### config.mk
export PLATFORM = sky130hd
export DESIGN_NAME = rational_arithmetic_unit
export DESIGN_NICKNAME = d
export VERILOG_FILES = /design/src/rtl/rau_pkg.sv /design/src/rtl/rational_arithmetic_unit.sv /design/src/rtl/rau_div.sv
export SDC_FILE = /design/constraint.sdc
export NUM_CORES = 2
export LEC_CHECK = 0
export ABC_AREA = 1
export BUFFER_PORTS_ARGS = -buffer_cell sky130_fd_sc_hd__clkbuf_2
export CAP_MARGIN = 20
export CORE_MARGIN = 10
export CORE_UTILIZATION = 45
export DETAILED_ROUTE_END_ITERATION = 8
export GPL_TIMING_DRIVEN = 1
export SYNTH_ARGS = -nofsm -noshare
export SYNTH_HDL_FRONTEND = slang
export SYNTH_SLANG_ARGS = --single-unit
### constraint.sdc
create_clock -name clk -period 36.5 [get_ports clk]
set_clock_uncertainty 0.1 [all_clocks]
set_input_delay 5.475 -clock clk [delete_from_list [all_inputs] [get_ports clk]]
set_output_delay 5.475 -clock clk [all_outputs]
set_load 0.005 [all_outputs]
### src/rtl/rau_pkg.sv
// ----------------------------------------------------------------------------
// rau_pkg
// word types and command codes for the rational arithmetic unit
// ----------------------------------------------------------------------------
package rau_pkg;

  localparam int FW = 32;

  typedef enum logic [2:0] {
    CMD_NORM = 3'd0,
    CMD_ADD  = 3'd1,
    CMD_SUB  = 3'd2,
    CMD_MUL  = 3'd3,
    CMD_DIV  = 3'd4,
    CMD_CMP  = 3'd5
  } cmd_t;

  typedef struct packed {
    logic [2:0]           command;
    logic signed [FW-1:0] a_num;
    logic signed [FW-1:0] a_den;
    logic signed [FW-1:0] b_num;
    logic signed [FW-1:0] b_den;
  } in_word_t;

  typedef struct packed {
    logic signed [FW-1:0] res_num;
    logic [FW-1:0]        res_den;
    logic                 zero_den_error;
    logic                 overflow;
    logic                 is_equal;
    logic                 is_less;
    logic                 is_greater;
  } out_word_t;

  // request to the shared divider
  typedef struct packed {
    logic        start;
    logic [63:0] dividend;
    logic [63:0] divisor;
  } div_req_t;

  typedef struct packed {
    logic        done;
    logic [63:0] quot;
    logic [63:0] rem;
  } div_rsp_t;

endpackage

### src/rtl/rational_arithmetic_unit.sv
// ----------------------------------------------------------------------------
// rational_arithmetic_unit
// exact normalize, add, subtract, multiply, divide and compare of signed fractions,
// reduced by the euclidean gcd
// ----------------------------------------------------------------------------
// One word at a time. A command forms four products on the single multiplier,
// then one pass of the shared bit-serial divider per euclid step (up to about
// 93 steps for 64-bit values), then two more divider passes for the reduction,
// then a format step. Error and unused commands go from idle straight to output.
module rational_arithmetic_unit #(
  parameter int OPERAND_WIDTH = 32
) (
  input  logic               clk,
  input  logic               rst_n,
  input  logic               in_valid,
  output logic               in_stall,
  input  rau_pkg::in_word_t  in_data,
  output logic               out_valid,
  input  logic               out_stall,
  output rau_pkg::out_word_t out_data
);
  import rau_pkg::*;

  localparam int W = OPERAND_WIDTH;

  typedef enum logic [3:0] {
    S_IDLE, S_MUL0, S_MUL1, S_MUL2, S_SUM, S_GCD, S_GCDW,
    S_RN, S_RNW, S_RD, S_RDW, S_FMT, S_OUT
  } state_t;

  state_t      state_r;
  logic [2:0]  cmd_r;
  logic [W-1:0] an_m_r, ad_m_r, bn_m_r, bd_m_r;
  logic        an_s_r, ad_s_r, bn_s_r, bd_s_r;
  logic [63:0] p0_r, p1_r;
  logic        p0_s_r, p1_s_r;
  logic [63:0] num_r, den_r, x_r, y_r, rn_r;
  logic        nneg_r, dneg_r;
  logic [2:0]  mcnt_r;
  out_word_t   out_r;
  logic        ovf;
  div_req_t    dreq;
  div_rsp_t    drsp;

  logic [W-1:0] mul_a, mul_b;
  logic [63:0]  prod;

  function automatic logic [W-1:0] magof(input logic [FW-1:0] v);
    logic [W-1:0] t;
    t = v[W-1:0];
    return t[W-1] ? (~t + 1'b1) : t;
  endfunction

  // single shared multiplier
  always_comb begin
    case (mcnt_r)
      3'd0:    begin mul_a = an_m_r; mul_b = bd_m_r; end
      3'd1:    begin mul_a = bn_m_r; mul_b = ad_m_r; end
      3'd3:    begin mul_a = an_m_r; mul_b = bn_m_r; end
      default: begin mul_a = ad_m_r; mul_b = bd_m_r; end
    endcase
    prod = 64'(mul_a) * 64'(mul_b);
  end

  rau_div u_div (.clk(clk), .rst_n(rst_n), .req(dreq), .rsp(drsp));

  logic        err;
  logic        fneg;
  logic [63:0] lim;
  logic [63:0] wmax;

  always_comb begin
    lim  = 64'd1 << (W - 1);
    wmax = (64'd1 << W) - 64'd1;
    fneg = (num_r != 64'd0) && (nneg_r != dneg_r);
    ovf  = (x_r > wmax) || (fneg ? rn_r > lim : rn_r >= lim);
    dreq.start    = 1'b0;
    dreq.dividend = x_r;
    dreq.divisor  = y_r;
    case (state_r)
      S_GCD: dreq.start = (y_r != 64'd0);
      S_RN:  begin dreq.start = 1'b1; dreq.dividend = num_r; dreq.divisor = x_r; end
      S_RD:  begin dreq.start = 1'b1; dreq.dividend = den_r; end
      default: ;
    endcase
    err = (in_data.a_den[W-1:0] == '0) ||
          (in_data.command != CMD_NORM && in_data.b_den[W-1:0] == '0) ||
          (in_data.command == CMD_DIV && in_data.b_num[W-1:0] == '0);
  end

  assign in_stall  = (state_r != S_IDLE);
  assign out_valid = (state_r == S_OUT);
  assign out_data  = out_r;

  always_ff @(posedge clk) begin
    if (!rst_n) begin
      state_r <= S_IDLE;
      mcnt_r  <= 3'd0;
    end else begin
      case (state_r)
        S_IDLE: begin
          if (in_valid) begin
            cmd_r  <= in_data.command;
            an_m_r <= magof(in_data.a_num); an_s_r <= in_data.a_num[W-1];
            ad_m_r <= magof(in_data.a_den); ad_s_r <= in_data.a_den[W-1];
            bn_m_r <= magof(in_data.b_num); bn_s_r <= in_data.b_num[W-1];
            bd_m_r <= magof(in_data.b_den); bd_s_r <= in_data.b_den[W-1];
            mcnt_r <= 3'd0;
            if (in_data.command > CMD_CMP) begin
              out_r   <= '{res_den: 32'd1, default: '0};
              state_r <= S_OUT;
            end else if (err) begin
              out_r   <= '{res_num: 32'sd1, res_den: 32'd1, zero_den_error: 1'b1,
                          default: '0};
              state_r <= S_OUT;
            end else begin
              out_r   <= '0;
              state_r <= S_MUL0;
            end
          end
        end
        S_MUL0: begin
          p0_r <= prod; p0_s_r <= an_s_r ^ bd_s_r;
          mcnt_r <= 3'd1; state_r <= S_MUL1;
        end
        S_MUL1: begin
          p1_r <= prod; p1_s_r <= bn_s_r ^ ad_s_r;
          mcnt_r <= 3'd2; state_r <= S_MUL2;
        end
        S_MUL2: begin
          den_r <= prod; dneg_r <= ad_s_r ^ bd_s_r;
          mcnt_r <= 3'd3; state_r <= S_SUM;
        end
        S_SUM: begin
          case (cmd_r)
            CMD_NORM: begin
              num_r <= 64'(an_m_r); nneg_r <= an_s_r;
              den_r <= 64'(ad_m_r); dneg_r <= ad_s_r;
            end
            CMD_MUL: begin
              num_r <= prod; nneg_r <= an_s_r ^ bn_s_r;
            end
            CMD_DIV: begin
              num_r <= p0_r; nneg_r <= p0_s_r;
              den_r <= p1_r; dneg_r <= p1_s_r;
            end
            default: begin
              if (p0_s_r == (p1_s_r ^ (cmd_r != CMD_ADD))) begin
                num_r <= p0_r + p1_r; nneg_r <= p0_s_r;
              end else if (p0_r >= p1_r) begin
                num_r <= p0_r - p1_r; nneg_r <= p0_s_r;
              end else begin
                num_r <= p1_r - p0_r; nneg_r <= ~p0_s_r;
              end
            end
          endcase
          state_r <= S_GCD;
          x_r <= 64'd0; y_r <= 64'd0;
          mcnt_r <= 3'd3;
        end
        S_GCD: begin
          if (mcnt_r == 3'd3) begin
            x_r <= num_r; y_r <= den_r; mcnt_r <= 3'd4;
          end else if (y_r == 64'd0) begin
            state_r <= S_RN;
          end else begin
            state_r <= S_GCDW;
          end
        end
        S_GCDW: begin
          if (drsp.done) begin
            x_r <= y_r; y_r <= drsp.rem; state_r <= S_GCD;
          end
        end
        S_RN: begin y_r <= x_r; state_r <= S_RNW; end
        S_RNW: begin
          if (drsp.done) begin rn_r <= drsp.quot; state_r <= S_RD; end
        end
        S_RD: state_r <= S_RDW;
        S_RDW: begin
          if (drsp.done) begin x_r <= drsp.quot; state_r <= S_FMT; end
        end
        S_FMT: begin
          if (cmd_r == CMD_CMP) begin
            out_r.is_equal   <= (rn_r == 64'd0);
            out_r.is_less    <= (rn_r != 64'd0) && fneg;
            out_r.is_greater <= (rn_r != 64'd0) && !fneg;
          end
          if (ovf) begin
            out_r.overflow <= 1'b1;
            out_r.res_num  <= '0;
            out_r.res_den  <= 32'd1;
          end else begin
            out_r.res_num <= fneg ? 32'(64'd0 - rn_r) : 32'(rn_r);
            out_r.res_den <= 32'(x_r);
          end
          state_r <= S_OUT;
        end
        S_OUT: if (!out_stall) state_r <= S_IDLE;
        default: state_r <= S_IDLE;
      endcase
    end
  end

`ifndef SYNTH
  a_busy_stall: assert property (@(posedge clk) disable iff (!rst_n)
    out_valid |-> in_stall) else $error("accept while result pending");
  a_den_pos: assert property (@(posedge clk) disable iff (!rst_n)
    out_valid |-> out_data.res_den != 32'd0) else $error("zero denominator out");
  a_flags: assert property (@(posedge clk) disable iff (!rst_n)
    out_valid |-> $countones({out_data.is_equal, out_data.is_less,
    out_data.is_greater}) <= 1) else $error("compare flags clash");
`endif

endmodule

### src/rtl/rau_div.sv
// ----------------------------------------------------------------------------
// rau_div
// 64-bit restoring divider, one quotient bit per cycle
// ----------------------------------------------------------------------------
module rau_div (
  input  logic              clk,
  input  logic              rst_n,
  input  rau_pkg::div_req_t req,
  output rau_pkg::div_rsp_t rsp
);
  import rau_pkg::*;

  logic        busy_r, busy_nxt;
  logic [6:0]  cnt_r, cnt_nxt;
  logic [63:0] q_r, q_nxt;
  logic [63:0] rem_r, rem_nxt;
  logic [63:0] dvs_r, dvs_nxt;
  logic        done_r, done_nxt;
  logic [64:0] trial;
  logic [64:0] shifted;

  always_comb begin
    busy_nxt = busy_r;
    cnt_nxt  = cnt_r;
    q_nxt    = q_r;
    rem_nxt  = rem_r;
    dvs_nxt  = dvs_r;
    done_nxt = 1'b0;
    shifted  = {rem_r, q_r[63]};
    trial    = shifted - {1'b0, dvs_r};
    if (req.start) begin
      busy_nxt = 1'b1;
      cnt_nxt  = 7'd0;
      q_nxt    = req.dividend;
      rem_nxt  = 64'd0;
      dvs_nxt  = req.divisor;
    end else if (busy_r) begin
      if (!trial[64]) begin
        rem_nxt = trial[63:0];
        q_nxt   = {q_r[62:0], 1'b1};
      end else begin
        rem_nxt = shifted[63:0];
        q_nxt   = {q_r[62:0], 1'b0};
      end
      cnt_nxt = cnt_r + 7'd1;
      if (cnt_r == 7'd63) begin
        busy_nxt = 1'b0;
        done_nxt = 1'b1;
      end
    end
  end

  always_ff @(posedge clk) begin
    if (!rst_n) begin
      busy_r <= 1'b0;
      done_r <= 1'b0;
      cnt_r  <= 7'd0;
    end else begin
      busy_r <= busy_nxt;
      done_r <= done_nxt;
      cnt_r  <= cnt_nxt;
    end
    q_r   <= q_nxt;
    rem_r <= rem_nxt;
    dvs_r <= dvs_nxt;
  end

  assign rsp.done = done_r;
  assign rsp.quot = q_r;
  assign rsp.rem  = rem_r;

endmodule

==> impl_metrics.csv <==
group,metric,value,unit
yosys,async_reset_ff_share,0,%
yosys,synth_compound_area_share,8.88,%
sta,min_period,11750,ps
die,dieHeight,484,um
sta,timing.final.ws_setup,24750,ps
drt,routedWlPerCell,28.3,um
drt,totalWireLength,448000,um
die,die_x,484,um
sta,slew_violations,0,
yosys,synth-xor-area-share,2.55,%
clock_tree,numCtsBuffers,97,
yosys,synthSimpleGateAreaFrac,24.6,%
clock_tree,ctsLongestPathBuffers,3,
setup_path,cp_slowest_stage_delay,780,ps
placed_design,place_hpwl,370000,um
clock_tree,hold_buffers,0,
clock_tree,clk_pin_slew,60,ps
sta,grt_setup_unrepaired,"false",
grt,track_usage,37.2,%
finish,largest_reg_flops,69,
yosys,synth.mux.area_fraction,0,%
placed_design,globalplace.congestion,1.06,
setup_path,crit_path_max_fanout,64,
die,dieArea,234000,um2
yosys,ys_seq_area_share,26.0,%
drt,vias,90100,
job,maxCapViolations,0,
sta,setup_viol,0,
setup_path,cp-startpoint,"mcnt_r[2]$_SDFFE_PN0P_",
setup_path,path_class,"reg -> reg",
clock_tree,cts.sinks,864,
grt,grt_antenna_before_repair,33,
drt,drtAntennaViolNets,0,
yosys,ys_types,66,
sta,slew_headroom,10.8,%
drt,drc,2,
clock_tree,htreeDepth,3,
clock_tree,cts_resized,0,
yosys,synth_fa_ha_area_share,25.4,%
finish,post-route-util,48.4,%
yosys,syn_nets,14500,
die,fp-row-count,170,
clock_tree,insertion_delay,830,ps
die,fp.coreArea,214000,um2
yosys,netlist_instances,12900,
sta,setup_tns,0,ps
yosys,synth_ff_type,"edfxtp_1",
outcome,status,"finished, violations left",
setup_path,cp.required,36850,ps
yosys,synth.avg_cell_area,7.49,um2
finish,final_common_cell,"nand2_1",
finish,layout-area-overhead-vs-synth,7.20,%
setup_path,crit_path_start_kind,"register",
yosys,ys_ff_latch,864,
hold_path,min_from,"u_div.q_r[47]$_DFFE_PP_",
sta,hold_viol_final,0,
yosys,synth_edf_count,784,
drt,drt_first_iter_violations,10300,
setup_path,slowest_stage,"inv_1",
drt,via_per_inst,5.69,
finish,stdcell_area,104000,um2
die,pin_count,206,
clock_tree,cts_tree,"yes",
setup_path,cp-end-kind,"register",
hold_path,hold_path.class,"reg -> reg",
setup_path,cp_common_cell,"inv_1",
yosys,synth_top_family_by_area,"adder cells",
grt,grt_overflow,0,
finish,final_nets,14500,
yosys,yosysWarningCount,0,
clock_tree,root_buffer,"clkbuf_16",
drt,firstDrtPassIters,9,
placed_design,post_dp_cell_area,100000,um2
die,initial_utilization,45.1,%
grt,grt_pass1_wl,635000,um
setup_path,r2r_start,"mcnt_r[2]$_SDFFE_PN0P_",
sta,fmax,85.1,MHz
outcome,failed_checks,"DRC",
finish,layout-drive-gt1-share,5.53,%
grt,grt_max_degree,83,
placed_design,pre_cts_ws,24920,ps
yosys,synth_area,96700,um2
grt,first_global_vias,91300,
sta,worst_pin_slew,1320,ps
sta,finalCritPeriodShare,32.2,%
setup_path,arrival,12100,ps
finish,final_cell_mix,"3298 x nand2_1, 2561 x inv_1, 1496 x nor2_1",
clock_tree,postCtsSetupRepairBufs,0,
placed_design,io_buffers,205,
-- area by class of cell --
type | instances | area, um2
well taps | 2838 | 3550
inverters | 2641 | 9920
multi-input cells | 8971 | 59600
flip-flops and latches | 864 | 25100
clock inverters | 63 | 871
diodes | 10 | 25.0
repair buffers | 325 | 1940
fillers | 21400 | 111000
clock buffers | 120 | 2580
-- critical path: cells and delay by family, from the launching register on --
kind	cells	cell delay, ps
AND/OR/NAND/NOR	13	2890
buffers and inverters	14	2980
adder cells (fa/ha/maj)	9	4500
AO/OA/AOI/OAI	3	590
flip-flops	1	320
-- per-layer routing --
metal | global-route usage, % | vias to the layer above | share of wire [%]
met5 | 0 | - | 0.029
met4 | 28.7 | 20 | 9.6
met3 | 6.90 | 1256 | 8.7
met2 | 60.6 | 4948 | 46
met1 | 43.3 | 43800 | 36
li1 | - | 40200 | -
-- through the flow --
stage | std cells | hold slack, ps
CTS | 15800 | 337
global route | 15800 | 347
detailed placement | 15600 | 360
global placement | 15600 | 361
finish | 15800 | 352
floorplan | 12900 | 326
-- worst paths after layout --
kind | endpoint | slack (ps) | depth (start not counted)
setup / recovery | den_r[55]$_DFFE_PP_ | 24750 | 39
hold / removal | rn_r[47]$_DFFE_PP_ | 350 | 0
setup reg to reg | den_r[55]$_DFFE_PP_ | 24750 | 39
hold reg to reg | rn_r[47]$_DFFE_PP_ | 350 | 0
-- cells by family after synthesis --
kind of cell    after synthesis
simple gates               5815
buf+inv                    3075
compound gates             1452
fa+ha+maj                  1423
flops                       864
xor+xnor                    281
-- Yosys cell counts, drive strengths merged, types with 25 or more instances --
cell | number | share of area [%]
a21boi | 25 | 0.19
xnor2 | 104 | 0.94
o21a | 37 | 0.29
nand3b | 39 | 0.30
o22a | 25 | 0.23
clkbuf | 148 | 0.58
nor4 | 65 | 0.43
a221oi | 36 | 0.33
and2 | 27 | 0.17
inv | 2629 | 10
o21bai | 33 | 0.26
edfxtp | 784 | 24
nor2 | 1542 | 6.1
ha | 523 | 6.8
o221ai | 100 | 0.91
a21oi | 481 | 2.5
xor2 | 177 | 1.6
o211ai | 55 | 0.43
nand4 | 97 | 0.64
fa | 900 | 19
buf | 286 | 1.7
nor3 | 108 | 0.60
dfxtp | 80 | 1.7
nand3 | 576 | 3.0
o21ai | 527 | 2.8
o22ai | 70 | 0.45
nand2 | 3350 | 13
Power is not shown: default switching activity piles up to over one toggle a cycle in this logic, so the estimate is an artifact.
